--- src/rtl/ugm_pkg.sv ---
`timescale 1ns / 1ps
package ugm_pkg;

  // defaults for the top level parameters
  localparam int DEF_GRID_COLUMNS  = 16;
  localparam int DEF_GRID_ROWS     = 16;
  localparam int DEF_MAX_OBJECTS   = 64;
  localparam int DEF_CELL_CAPACITY = 64;
  localparam int DEF_MAX_SPAN      = 4;

  // fixed field widths
  localparam int COORD_W     = 12;
  localparam int OBJ_PORT_W  = 6;
  localparam int JOB_COORD_W = 6;
  localparam int BIT_CNT_W   = $clog2(COORD_W + 1);
  localparam int QUEUE_DEPTH = 2;

  // configuration register indexes
  localparam int CFG_IDX_W = 1;
  localparam logic [CFG_IDX_W-1:0] CFG_CELL_WIDTH  = 1'd0;
  localparam logic [CFG_IDX_W-1:0] CFG_CELL_HEIGHT = 1'd1;
  localparam logic [COORD_W-1:0]   CELL_SIZE_RESET = 12'd64;

  typedef enum logic [1:0] {
    EV_REMOVED = 2'd0,
    EV_ADDED   = 2'd1,
    EV_DROPPED = 2'd2,
    EV_NONE    = 2'd3
  } ev_kind_t;

  typedef struct packed {
    ev_kind_t   kind;
    logic [3:0] cx;
    logic [3:0] cy;
    logic [5:0] slot;
    logic [5:0] moved;
    logic       mv;
  } ev_t;

  // classified item handed from the front to the back
  typedef struct packed {
    logic [OBJ_PORT_W-1:0]  obj;
    logic [JOB_COORD_W-1:0] x0;
    logic [JOB_COORD_W-1:0] x1;
    logic [JOB_COORD_W-1:0] y0;
    logic [JOB_COORD_W-1:0] y1;
  } job_t;

  typedef enum logic [1:0] {
    F_IDLE,
    F_DIV,
    F_PUSH
  } front_state_t;

  typedef enum logic [4:0] {
    B_IDLE,
    B_CNT,
    B_RRD,
    B_RCHK,
    B_RFILL,
    B_RMOV,
    B_REMIT,
    B_FXCNT,
    B_FXRD,
    B_FXCHK,
    B_ACHK,
    B_AFILL,
    B_AEMIT,
    B_ANEXT,
    B_WBCNT,
    B_NOCH,
    B_FIN
  } back_state_t;

  function automatic int clog2g(input int v);
    return (v > 1) ? $clog2(v) : 1;
  endfunction

endpackage

--- src/rtl/ugm_queue.sv ---
`timescale 1ns / 1ps
module ugm_queue
  import ugm_pkg::*;
#(
  parameter int DEPTH = QUEUE_DEPTH
) (
  input  logic clk,
  input  logic rst_n,
  input  logic push,
  input  job_t din,
  output logic full,
  input  logic pop,
  output job_t dout,
  output logic empty
);

  localparam int PW = clog2g(DEPTH);
  localparam int CW = $clog2(DEPTH + 1);

  job_t          ent_r [DEPTH];
  logic [PW-1:0] wp_r, rp_r;
  logic [CW-1:0] cnt_r;

  assign full  = (int'(cnt_r) == DEPTH);
  assign empty = (cnt_r == '0);
  assign dout  = ent_r[rp_r];

  always_ff @(posedge clk) begin
    if (push) begin
      ent_r[wp_r] <= din;
    end
  end

  always_ff @(posedge clk) begin
    if (!rst_n) begin
      wp_r  <= '0;
      rp_r  <= '0;
      cnt_r <= '0;
    end else begin
      if (push) begin
        wp_r <= (int'(wp_r) == DEPTH - 1) ? '0 : wp_r + 1'b1;
      end
      if (pop) begin
        rp_r <= (int'(rp_r) == DEPTH - 1) ? '0 : rp_r + 1'b1;
      end
      if (push && !pop) begin
        cnt_r <= cnt_r + 1'b1;
      end else if (pop && !push) begin
        cnt_r <= cnt_r - 1'b1;
      end
    end
  end

endmodule

--- config.mk ---
export PLATFORM = sky130hd
export DESIGN_NAME = ugm_queue
export DESIGN_NICKNAME = d
export VERILOG_FILES = /design/src/rtl/ugm_pkg.sv /design/src/rtl/ugm_queue.sv
export SDC_FILE = /design/constraint.sdc
export NUM_CORES = 1
export LEC_CHECK = 0
export BUFFER_PORTS_ARGS = -buffer_cell sky130_fd_sc_hd__buf_4
export CAP_MARGIN = 10
export CORE_MARGIN = 4
export CORE_UTILIZATION = 51
export CTS_CLUSTER_DIAMETER = 120
export DETAILED_ROUTE_END_ITERATION = 8
export PLACE_DENSITY = 0.78
export SETUP_SLACK_MARGIN = 0.02
export SYNTH_ARGS = -nofsm -noshare
export SYNTH_HDL_FRONTEND = slang
export SYNTH_SLANG_ARGS = --single-unit
--- constraint.sdc ---
create_clock -name clk -period 3.26 [get_ports clk]
set_input_delay 0.652 -clock clk [delete_from_list [all_inputs] [get_ports clk]]
set_output_delay 0.652 -clock clk [all_outputs]
set_load 0.01 [all_outputs]
* Word-level counts from Yosys, hierarchy flattened
Memory sizes are Yosys's and may differ from the RTL's. A register that Yosys moved wholly into a read port is not among the register bits. Cells that the tools add are included.
Storage, ports and cells: bits in read-only memories 0, bits of input ports 34, register bits 4, memories 1, output and inout bits 32, bits in latches 0, bits in writable memories 60
Cells by class: bitwise gates (word level) 0, multipliers 0, eq/ne operators 1, add/subtract/negate cells 4, order comparisons 0, shift-type cells 0, reductions and logical operators 6, multiplexer cells 8, div/mod/pow operators 0
Memories:
- ent_r | words 2, bits a word 30, read ports 1, clocked after memory_dff 1, write ports 1, RTL line ugm_queue.sv:20 | job_t ent_r [DEPTH];
Operator list (number):
- 2-to-1 mux 1 bit | 6
- 2-to-1 mux 2 bit | 2
- adder 1 bit (second input constant) | 2
- adder 2 x 1 -> 2 bit (second input constant) | 1
- == test 2 bit (second input constant) | 1
- logical AND 1 bit | 2
- zero test 1 bit | 2
- zero test 2 bit | 1
- nonzero test 2 bit | 1
- subtractor 2 x 1 -> 2 bit (second input constant) | 1

* Logic depth before layout (Yosys ltp)
depth after elaboration 4, gate-level depth with buffers 5, depth with buffers taken out 5

* Worst setup path before layout
Ideal clock, no wire load.
path type input to register, start in push, end mem ent_r[0][0] (netlist bit) (enable), data required time 2.838 ns, data arrival time 2.045 ns, library setup time 0.422 ns, slack 0.793 ns, stages 1, cells stage by stage nor2b_1
On the way: cells in the longest elaborated chain, start to end 2
Ends and longest elaborated chain:
- start: declaration | RTL line ugm_queue.sv:9 | input logic push,
- 2-to-1 mux 1 bit | RTL line ugm_queue.sv:29 | if (push) begin
- 2-to-1 mux 1 bit (not written as such) | RTL line ugm_queue.sv:30 | ent_r[wp_r] <= din;
- end: declaration | RTL line ugm_queue.sv:20
Every way passes these cells.

==> summary.txt <==
Placed design
  • GPL Wtd Cong: 0.685
  • IO Port Bufs: 65
  • Pre-CTS WS: 1.21 ns
  • Half-perimeter wire length after placement: between 2000 and 3000 microns

Route
  • WL met3: 256 microns
  • Post-route ant nets: 0
  • Initial DRC count: a little under 70
  • WL final: 4180 microns
  • Drt pass-1 iters: 4
  • WL/cell: 16.9 microns
  • Vias: 1,257
  • Drt drc: 0
  • Vias per cell: 5.07
  • Met2 WL: 2310 microns
  • Met1 Wirelength: 1560 microns
  • Top layer in use: met4

Global route
  • Global-route wire length before repair: 6800 microns
  • Largest net degree at the start of global routing: 31
  • GRT Util Overall: 15.6%
  • Initial antenna violation count: 0
  • Vias in the first global route: 1,396
  • Total grt overflow: 0

Clocking
  • H-tree depth: 3
  • Clk pin slew, worst setup/hold paths: 0.07 ns
  • Post-CTS sizing: 0
  • CTS Root Cell: clkbuf_8
  • CTS Hold Buffers Added: 0
  • Clk buf depth: 2
  • Cts bufs inserted: 9
  • CTS tree: yes
  • Post-CTS Setup Bufs: 0
  • Clock tree sinks: 65
  • Clock Latency Late Sink: 0.32 ns

STA
  • RSZ-0062 raised after global routing: false
  • F_max: 427 MHz
  • Worst slack on hold paths: ~0.51 ns
  • Final period utilization: 71.9%
  • Sum Neg Setup Slack: 0 ns
  • Max-Slew Margin vs Limit: between 70% and 80%
  • Slew Viols, Final: 0
  • Final setup violation count: 0
  • Final hold vios: 0
  • Final worst slack: 0.917 ns
  • Worst Tran Pin Value: 0.410 ns
  • Clock Skew: 0.00565 ns
  • Clock period minus worst slack: ~2.3 ns

Synth
  • Register area share after synthesis: 80.1%
  • Commonest cells post-synth: 60 x edfxtp_1, 30 x mux2_2, 5 x dfxtp_1
  • Yosys top cell area share: 75.9%
  • Most numerous cell in the Yosys netlist: edfxtp_1
  • Synth Register Bits: between 60 and 70
  • Post-synthesis cell area: 2370 sq um
  • Syn_nets: 150
  • Post-synth EDFFs: 60
  • Gate Count Post-Synth: around 120
  • Ys flop type: edfxtp_1
  • Post-synth cell types: 16
  • Area leader, netlist: edfxtp_1
  • Mapped Avg Cell Area: 20.6 sq um
  • Yosys warns: 0
  • Fraction of registers with async set/reset: 0%
  • Synth top area cells: edfxtp_1 76%, mux2_2 14%, dfxtp_1 4.2%, and2_1 1.1%, xor2_1 0.74%

Critical path
  • Critical Path Sink Type: output pin
  • Crit path to: dout[24]
  • Reg2reg end: ent_r[1][14]
  • CP Cell Sequence: buf_4 > mux2_2 > buf_4
  • CP max FO: 24
  • Top cell by count, worst path: buf_4
  • Critical path's slowest cell: dfxtp_1
  • Levels on crit path: 3
  • Reg-to-reg critical path startpoint: wp_r
  • CP max stage delay: 0.46 ns
  • R2R cell count: 2
  • Crit Path Category: flip-flop to output pin
  • CP Launch Type: flip-flop
  • CP Buf/Inv Count: 2
  • FF-to-FF setup slack: 2.07 ns
  • CP delay by family, top: buffers and inverters
  • Critical path required time: roughly 2.6 ns
  • Worst Path Arrival: 1.69 ns

Floorplan
  • Core area: between 4000 and 5000 sq um
  • FP Rows: 24
  • Initial Utilization: 53.4%
  • Die height: 76.2 microns
  • Die Wd: around 76 microns
  • Total Die Area: 5810 sq um
  • Ports: 66

Pwr
  • Leakage: 1.20 nW
  • Cell area power density: 607 nW/um^2
  • Worst VDD drop: 0.000503 V

Layout
  • Post-layout util: 70.8%
  • Antenna cells: 0
  • P&R area growth vs syn: 32.6%
  • # nets final: 226
  • Fill count: 280
  • Layout cells sized above 1: 57.7%

Flow run
  • Max-cap violation count: 0

Outcome
  • Status: completed

Hold path
  • Hold WC Path Type: input pin to flip-flop
[state kept, by name, indices dropped and copies added (netlist names), named ones only]
| name | cells |
|---|---|
| ent_r | 60 |
| cnt_r | 2 |
| rp_r | 1 |
| wp_r | 1 |
[cells by family (layout without fill, tap and decap cells)]
kind of cell | after synthesis | in the layout | share of synthesized area (%)
muxes | 30 | 30 | 14.2
and+or+nand+nor | 9 | 9 | 2.37
adders and majority gates | 1 | 1 | 0.527
buffers and inverters | 4 | 85 | 0.790
DFF | 65 | 65 | 80.1
AOI/OAI and AO/OA | 3 | 3 | 0.843
xor gates and xnor gates | 3 | 3 | 1.11
[worst reg2reg max path: stages (launching register included)]
cell	delay [ns]
dfxtp_1	0.35
and2_1	0.13
buf_4	0.36
[worst min-delay path by stage]
stage,slack (ns),end,from,cells past startpoint
global placement,0.48,cnt_r[1],cnt_r[1],2
detailed placement,0.50,cnt_r[1],cnt_r[1],2
CTS,0.50,ent_r[0][26],din[26],1
finish,0.51,ent_r[0][7],din[7],1
floorplan,0.47,cnt_r[1],cnt_r[1],2
global route,0.48,ent_r[0][7],din[7],1
[layout make-up]
cell class / count / area [sq um] / share of cell area [%]
Clock inverter: 6 / 82.6 / 2.62
Multi-Input combinational cell: 46 / 455 / 14.5
Sequential cell: 65 / 1900 / 60.4
Clock buffer: 10 / 128 / 4.06
Tap cell: 52 / 65.1 / 2.07
Inverter: 1 / 3.75 / 0.119
Timing Repair Buffer: 68 / 510 / 16.2
[through the flow]
stage | total power [mW] | instances | area, sq um
5_1_grt | 1.99 | 248 | 3150
2_1_floorplan | 1.10 | 115 | 2370
6_report | 1.91 | 248 | 3150
3_5_place_dp | 1.23 | 232 | 2940
4_1_cts | 1.93 | 248 | 3150
3_3_place_gp | 1.22 | 232 | 2940
[power breakdown]
group	leakage (nW)	total [mW]	switching (mW)	internal (mW)
registers	0.605	0.978	0.0162	0.961
logic	0.498	0.229	0.101	0.128
clock network	0.0976	0.702	0.277	0.425
total	1.20	1.91	0.394	1.52
[placed cells by master, fill, tap and decap left out, types with 2 or more instances in the layout]
cell type	instances
clkbuf_8	9
dfxtp_1	5
mux2_2	30
edfxtp_1	60
bufinv_16	2
xor2_1	2
buf_4	68
clkinv_1	2
clkinvlp_4	2
and2_1	4
[layer usage]
| layer | up-vias | global-route usage, % |
|---|---|---|
| met4 | 0 | 5.43 |
| met3 | 6 | 6.86 |
| li1 | 598 | - |
| met1 | 611 | 16.3 |
| met5 | - | 0 |
| met2 | 42 | 27.9 |
(Power assumes the default switching activity.)
