## src/rtl/ugm_pkg.sv

```systemverilog
`timescale 1ns / 1ps
package ugm_pkg;

  // defaults for the top level parameters
  localparam int DEF_GRID_COLUMNS  = 16;
  localparam int DEF_GRID_ROWS     = 16;
  localparam int DEF_MAX_OBJECTS   = 64;
  localparam int DEF_CELL_CAPACITY = 64;
  localparam int DEF_MAX_SPAN      = 4;

  // fixed field widths
  localparam int COORD_W     = 12;
  localparam int OBJ_PORT_W  = 6;
  localparam int JOB_COORD_W = 6;
  localparam int BIT_CNT_W   = $clog2(COORD_W + 1);
  localparam int QUEUE_DEPTH = 2;

  // configuration register indexes
  localparam int CFG_IDX_W = 1;
  localparam logic [CFG_IDX_W-1:0] CFG_CELL_WIDTH  = 1'd0;
  localparam logic [CFG_IDX_W-1:0] CFG_CELL_HEIGHT = 1'd1;
  localparam logic [COORD_W-1:0]   CELL_SIZE_RESET = 12'd64;

  typedef enum logic [1:0] {
    EV_REMOVED = 2'd0,
    EV_ADDED   = 2'd1,
    EV_DROPPED = 2'd2,
    EV_NONE    = 2'd3
  } ev_kind_t;

  typedef struct packed {
    ev_kind_t   kind;
    logic [3:0] cx;
    logic [3:0] cy;
    logic [5:0] slot;
    logic [5:0] moved;
    logic       mv;
  } ev_t;

  // classified item handed from the front to the back
  typedef struct packed {
    logic [OBJ_PORT_W-1:0]  obj;
    logic [JOB_COORD_W-1:0] x0;
    logic [JOB_COORD_W-1:0] x1;
    logic [JOB_COORD_W-1:0] y0;
    logic [JOB_COORD_W-1:0] y1;
  } job_t;

  typedef enum logic [1:0] {
    F_IDLE,
    F_DIV,
    F_PUSH
  } front_state_t;

  typedef enum logic [4:0] {
    B_IDLE,
    B_CNT,
    B_RRD,
    B_RCHK,
    B_RFILL,
    B_RMOV,
    B_REMIT,
    B_FXCNT,
    B_FXRD,
    B_FXCHK,
    B_ACHK,
    B_AFILL,
    B_AEMIT,
    B_ANEXT,
    B_WBCNT,
    B_NOCH,
    B_FIN
  } back_state_t;

  function automatic int clog2g(input int v);
    return (v > 1) ? $clog2(v) : 1;
  endfunction

endpackage

```

## src/rtl/ugm_front.sv

```systemverilog
`timescale 1ns / 1ps
module ugm_front
  import ugm_pkg::*;
#(
  parameter int COLS = DEF_GRID_COLUMNS,
  parameter int ROWS = DEF_GRID_ROWS,
  parameter int SPAN = DEF_MAX_SPAN
) (
  input  logic                  clk,
  input  logic                  rst_n,
  input  logic                  in_valid,
  output logic                  in_stall,
  input  logic [OBJ_PORT_W-1:0] in_object_id,
  input  logic [COORD_W-1:0]    in_box_left,
  input  logic [COORD_W-1:0]    in_box_top,
  input  logic [COORD_W-1:0]    in_box_right,
  input  logic [COORD_W-1:0]    in_box_bottom,
  input  logic [COORD_W-1:0]    cell_width,
  input  logic [COORD_W-1:0]    cell_height,
  output logic                  job_valid,
  input  logic                  job_ready,
  output job_t                  job
);

  front_state_t st_r, st_nxt;
  // four restoring divider lanes: left, right, top, bottom
  logic [COORD_W-1:0]    dvd_r [4];
  logic [COORD_W-1:0]    dvd_nxt [4];
  logic [COORD_W-1:0]    rem_r [4];
  logic [COORD_W-1:0]    rem_nxt [4];
  logic [BIT_CNT_W-1:0]  bit_r, bit_nxt;
  logic [COORD_W-1:0]    dx_r, dx_nxt, dy_r, dy_nxt;
  logic [OBJ_PORT_W-1:0] obj_r, obj_nxt;

  function automatic logic [COORD_W-1:0] clamp_idx(input logic [COORD_W-1:0] v,
                                                   input int cells);
    logic [COORD_W-1:0] top_idx;
    top_idx = COORD_W'(cells - 1);
    return (v > top_idx) ? top_idx : v;
  endfunction

  function automatic logic [COORD_W-1:0] clamp_span(input logic [COORD_W-1:0] lo,
                                                    input logic [COORD_W-1:0] hi);
    logic [COORD_W:0] lim;
    lim = {1'b0, lo} + (COORD_W + 1)'(SPAN - 1);
    return ({1'b0, hi} > lim) ? lim[COORD_W-1:0] : hi;
  endfunction

  logic [COORD_W-1:0] px0, px1, py0, py1;

  always_comb begin
    px0 = clamp_idx(dvd_r[0], COLS);
    px1 = clamp_span(px0, clamp_idx(dvd_r[1], COLS));
    py0 = clamp_idx(dvd_r[2], ROWS);
    py1 = clamp_span(py0, clamp_idx(dvd_r[3], ROWS));
    job.obj = obj_r;
    job.x0  = px0[JOB_COORD_W-1:0];
    job.x1  = px1[JOB_COORD_W-1:0];
    job.y0  = py0[JOB_COORD_W-1:0];
    job.y1  = py1[JOB_COORD_W-1:0];
  end

  assign in_stall  = (st_r != F_IDLE);
  assign job_valid = (st_r == F_PUSH);

  always_ff @(posedge clk) begin
    if (!rst_n) begin
      st_r <= F_IDLE;
    end else begin
      st_r <= st_nxt;
    end
  end

  always_ff @(posedge clk) begin
    dvd_r <= dvd_nxt;
    rem_r <= rem_nxt;
    bit_r <= bit_nxt;
    dx_r  <= dx_nxt;
    dy_r  <= dy_nxt;
    obj_r <= obj_nxt;
  end

  always_comb begin
    logic [COORD_W:0]   trial;
    logic [COORD_W-1:0] d;
    st_nxt  = st_r;
    dvd_nxt = dvd_r;
    rem_nxt = rem_r;
    bit_nxt = bit_r;
    dx_nxt  = dx_r;
    dy_nxt  = dy_r;
    obj_nxt = obj_r;
    trial   = '0;
    d       = '0;
    unique case (st_r)
      F_IDLE: begin
        if (in_valid) begin
          // order edges so that lane 0/2 holds the low edge
          dvd_nxt[0] = (in_box_right < in_box_left) ? in_box_right : in_box_left;
          dvd_nxt[1] = (in_box_right < in_box_left) ? in_box_left : in_box_right;
          dvd_nxt[2] = (in_box_bottom < in_box_top) ? in_box_bottom : in_box_top;
          dvd_nxt[3] = (in_box_bottom < in_box_top) ? in_box_top : in_box_bottom;
          for (int l = 0; l < 4; l++) begin
            rem_nxt[l] = '0;
          end
          // zero cell size acts as one
          dx_nxt  = (cell_width == '0) ? COORD_W'(1) : cell_width;
          dy_nxt  = (cell_height == '0) ? COORD_W'(1) : cell_height;
          obj_nxt = in_object_id;
          bit_nxt = '0;
          st_nxt  = F_DIV;
        end
      end
      F_DIV: begin
        for (int l = 0; l < 4; l++) begin
          d     = (l < 2) ? dx_r : dy_r;
          trial = {rem_r[l], dvd_r[l][COORD_W-1]};
          if (trial >= {1'b0, d}) begin
            trial      = trial - {1'b0, d};
            dvd_nxt[l] = {dvd_r[l][COORD_W-2:0], 1'b1};
          end else begin
            dvd_nxt[l] = {dvd_r[l][COORD_W-2:0], 1'b0};
          end
          rem_nxt[l] = trial[COORD_W-1:0];
        end
        bit_nxt = bit_r + 1'b1;
        if (int'(bit_r) == COORD_W - 1) begin
          st_nxt = F_PUSH;
        end
      end
      F_PUSH: begin
        if (job_ready) begin
          st_nxt = F_IDLE;
        end
      end
      default: st_nxt = F_IDLE;
    endcase
  end

endmodule

```

## config.mk

```make
export PLATFORM = sky130hd
export DESIGN_NAME = ugm_front
export DESIGN_NICKNAME = d
export VERILOG_FILES = /design/src/rtl/ugm_pkg.sv /design/src/rtl/ugm_front.sv
export SDC_FILE = /design/constraint.sdc
export NUM_CORES = 1
export LEC_CHECK = 0
export ABC_AREA = 1
export BUFFER_PORTS_ARGS = -buffer_cell sky130_fd_sc_hd__buf_2
export CORE_UTILIZATION = 50
export DETAILED_ROUTE_END_ITERATION = 8
export PLACE_DENSITY = 0.69
export SYNTH_ARGS = -nofsm -noshare
export SYNTH_HDL_FRONTEND = slang
export SYNTH_SLANG_ARGS = --single-unit
```

## constraint.sdc

```tcl
create_clock -name clk -period 9.6 [get_ports clk]
set_input_delay 1.92 -clock clk [delete_from_list [all_inputs] [get_ports clk]]
set_output_delay 1.92 -clock clk [all_outputs]
set_load 0.1 [all_outputs]
```

Word level (Yosys, flattened, before mapping)
Index checks and enable logic that the tools add are counted.

operators by class
  add/subtract/negate cells = 7
  magnitude comparators = 12
  equality and inequality tests = 6
  muxes and demuxes = 28
  reductions and logical operators = 8

operators by type and width
  operator               number
  $pmux 48 s2            2
  $mux 12                12
  $mux 48                2
  $ge 13x12->1           4
  $gt 12x4->1 const B    4
  $sub 12x12->12         4
  $add 12x2->13 const B  2
  $gt 12x13->1           2
  $logic_not 12->1       2
  $lt 12x12->1           2
  $mux 6                 2
  $pmux 4 s2             1
  $mux 2                 3
  $pmux 2 s3             1
  $add 4x1->4 const B    1
  $eq 4x4->1 const B     1
  $mux 1                 4
  $mux 4                 1
  $ne 2x2->1 const B     2
  $reduce_and 2->1       2
  $reduce_bool 2->1      2
  $reduce_and 3->1       1
  $eq 2x1->1 const B     1
  $eq 2x2->1 const B     1
  2 further kinds        2

storage, ports and cells
  flip-flop bits (word level) = 132
  output and inout bits = 32

Logic depth before layout (Yosys ltp)
  depth after elaboration = 5
  mapped depth = 18
  depth with buffers taken out = 18

Least setup slack after synthesis
Ideal clock, no wire load.

  path kind = input to register
  start = in in_valid
  end = reg bit_r[0] (enable)
  setup time = 462 ps
  arrival = 5,588 ps
  required time = 9,138 ps
  path slack = 3,550 ps
  cell stages on the path = 4
  path buffers = 0
  path through = inv_1 -> nor2_1 -> inv_1 -> nand2_1

on the way
  longest elaborated chain between the ends = 2

RTL lines
  element                            RTL line         text
  from (decl)                        ugm_front.sv:11  input logic in_valid,
  $ne 2x2->1 (no source line)        -
  $reduce_and 2->1 (no source line)  -
  to (signal assigned)               ugm_front.sv:77  bit_r <= bit_nxt;
  to (decl)                          ugm_front.sv:31  logic [BIT_CNT_W-1:0] bit_r, bit_nxt;

Every way passes these cells.
A chain may end at the register's enable or synchronous reset.

==> impl_metrics.toml <==
[status]
outcome = "finished clean"

[cts]
cts_buffers = 17
cts_setup_buffers = 0
htreeDepth = 4
clockRootBuffer = "clkbuf_16"
cts.sinks = 132
cts_tree = "done"
cts_resized = 0
cts_hold_buf = 0
path_clk_slew_ps = 60
clockBufferDepth = 2
clkLatencyLatePin_ps = 440

[sta]
setup_violations = 0
drv_slew = 0
finalSetupTns_ps = 0
hold_viol_final = 0
fin_ws_ps = 4210
timing.final.crit_share_pct = 56.2
relSlewSlack_pct = 29.6
fin_crit_ps = 5390
rsz0062_at_grt = "no"
clock-skew-final_ps = 8.84
clock.fmax_mhz = 185
tightest_slew_ps = 1060

[detailed_routing]
drcViolationCount = 0
vias_per_cell = 5.01
vias = 9697
drt_first_pass_iters = 5
drt-total-wl_um = 25000
wl_per_cell_um = 12.9
drtAntennaViolNets = 0
drt_iter0_markers = 614

[global_route]
first_global_vias = 9029
antenna_found_initial = 2
overflow = 0
grt_usage_pct = 23.2
grt_pass1_wl_um = 41900
grt_max_degree = 100

[setup_path]
crit_path_start_kind = "flop"
path_cells = "nor2_1 > nand2_1 > nor2_2 > inv_1 > nor2_1 > ha_1 > xor2_1 > ha_1 > nand2_1 > inv_1 > o21ai_0 > nand3_1 > nand2_1 > nand2_1 > nand2_1 > nand2_1 > nand2_1 > buf_2"
arrival_ps = 3470
cp.required_ps = 7680
crit_slowest_cell = "buf_2"
path_delay_family = "simple AND/OR/NAND/NOR gates"
path_class = "reg -> out"
cp_num_buf_inv = 3
slowest_delay_ps = 420
cp_common_cell = "nand2_1"
cp-end-kind = "output port"
path_max_fanout = 5

[synth]
synth_edf_count = 130
synthesis.area_um2 = 11100
yosysWarnings = 0
ys_seq_area_share_pct = 35.7
synthArstFlopShare_pct = 0
synth_cell_types = 43
synth.area.top_cells = "edfxtp_1 35%, nand2_1 17%, ha_1 11%"
synth.largest_area_cell = "edfxtp_1"
synth.ff_latch_count = 132
synth_cells = 1542
avgSynthCellArea_um2 = 7.17
synth_top_area_share_pct = 35.3
ys.flop_type = "edfxtp_1"

[power]
power_leakage_nw = 6.38
peakVddDrop_v = 0.000114
p_per_area_nw_per_um2 = 196

[worst_hold_path]
min_path_type = "reg -> reg"

[finish]
areaGrowthSynthToFinish_pct = 11.5
multi_input_area_um2 = 6020
fill_cells = 2105
drive_gt1_share_pct = 12.6
nets = 1825
regArea_um2 = 3940

[floorplan]
floorplan.initialDensity_pct = 50.8
die_h_um = 151
die_x_um = 151
ios = 114
core_um2 = 21800
design.die.area_um2 = 22700
std_cell_rows = 54

[placement]
dp_slack_ps = 4670
hpwl_um = 18600
place.port_buffers = 107
place_congestion = 0.898

[run]
drv_cap = 0
power breakdown:
part	switching [mW]	internal (mW)	total (mW)
Sequential	0.0596	0.774	0.833
Combinational	0.631	0.304	0.935
Clock	0.262	0.379	0.641
layer usage:
metal / vias to the layer above / part of all wire, % / track usage [%]
met4: 0 / 1.3 / 6.20
met1: 4374 / 49 / 31.9
li1: 5086 / - / -
met5: - / 0 / 0
met3: 26 / 4.9 / 4.48
met2: 211 / 44 / 37.3
through the flow:
| stage | util, % | cell area, um^2 | hold WS (ps) | cells | power [mW] |
|---|---|---|---|---|---|
| finish | 56.6 | 12300 | 550 | 1936 | 2.41 |
| global route | 56.6 | 12300 | 573 | 1934 | 2.58 |
| CTS | 56.6 | 12300 | 551 | 1934 | 2.42 |
| detailed placement | 54.0 | 11800 | 534 | 1903 | 1.77 |
| global placement | 54.0 | 11800 | 531 | 1903 | 1.76 |
| floorplan | - | 11200 | 512 | 1576 | 1.61 |
cells in the final DEF (no fill, tap or decap), types with 2 or more instances in the layout:
cell,instances
xnor2_1,12
or2_2,7
o21bai_1,2
a21oi_1,36
nor4_1,6
nor3_2,2
o21ai_0,6
diode_2,2
nand2_1,501
nand3_4,2
buf_2,107
nand3_2,7
inv_1,228
nand4_1,19
inv_2,7
nor2_1,148
a21o_1,5
clkinvlp_4,5
ha_1,97
fa_1,4
nor2_4,2
nand3b_1,15
a21oi_2,4
clkinv_1,2
a31o_2,2
nor3_1,7
nand3_1,162
bufinv_16,2
xor2_1,8
nor2_2,17
conb_1,36
o21ai_1,12
dfxtp_1,2
and3_1,2
nand2_2,17
buf_4,3
clkbuf_16,17
clkinv_4,2
o21ai_2,2
edfxtp_1,130
cell type report:
class                      count  area share, %
sequential                   132           32.0
inverter                     235           7.16
tap                          280           2.84
timing repair buffer         110           4.53
multi-input combinational   1146           48.8
clock buffer                  18           3.48
clock inverter                13           1.11
antenna                        2         0.0406
cell families after synthesis:
logic type	after synthesis	share of synthesized area, %
flops	132	35.7
compound gates	73	3.87
xor+xnor	20	1.58
other cells	2	0.0679
fa+ha+maj	101	11.7
simple gates	916	35.9
buf+inv	298	11.2
synth_stat cells, drive strengths merged (2+ instances only):
cell type,n
inv,235
or2,7
o21bai,2
xnor2,12
nor3,9
clkbuf,28
nand3b,15
and3,2
ha,97
nand4,19
nand3,171
o21ai,20
a21oi,40
nand2,519
dfxtp,2
nor4,6
conb,2
nor2,167
fa,4
xor2,8
buf,35
a31o,2
edfxtp,130
a21o,6
registers in the layout, indices dropped and copies added (netlist names):
| name | count |
|---|---|
| dvd_r | 48 |
| rem_r | 48 |
| dy_r | 12 |
| obj_r | 6 |
| bit_r | 4 |
| st_r | 2 |
| dx_r | 12 |
final timing paths:
check / slack [ps] / cells after the start / end / start
setup / recovery: 4210 / 18 / job[3] / dvd_r[23]
hold / removal: 550 / 2 / dvd_r[35] / dvd_r[34]
setup reg to reg: 6400 / 6 / rem_r[40] / st_r[1]
hold reg to reg: 550 / 2 / dvd_r[35] / dvd_r[34]
worst reg2reg max path, stage by stage (launching register included):
cell and delay [ps]:
dfxtp_1 350, nor2_1 120, inv_1 110, nor2_4 750, inv_1 230, nand2_4 470
buf_4 760
Note: power is estimated with default switching activity, not from simulation.
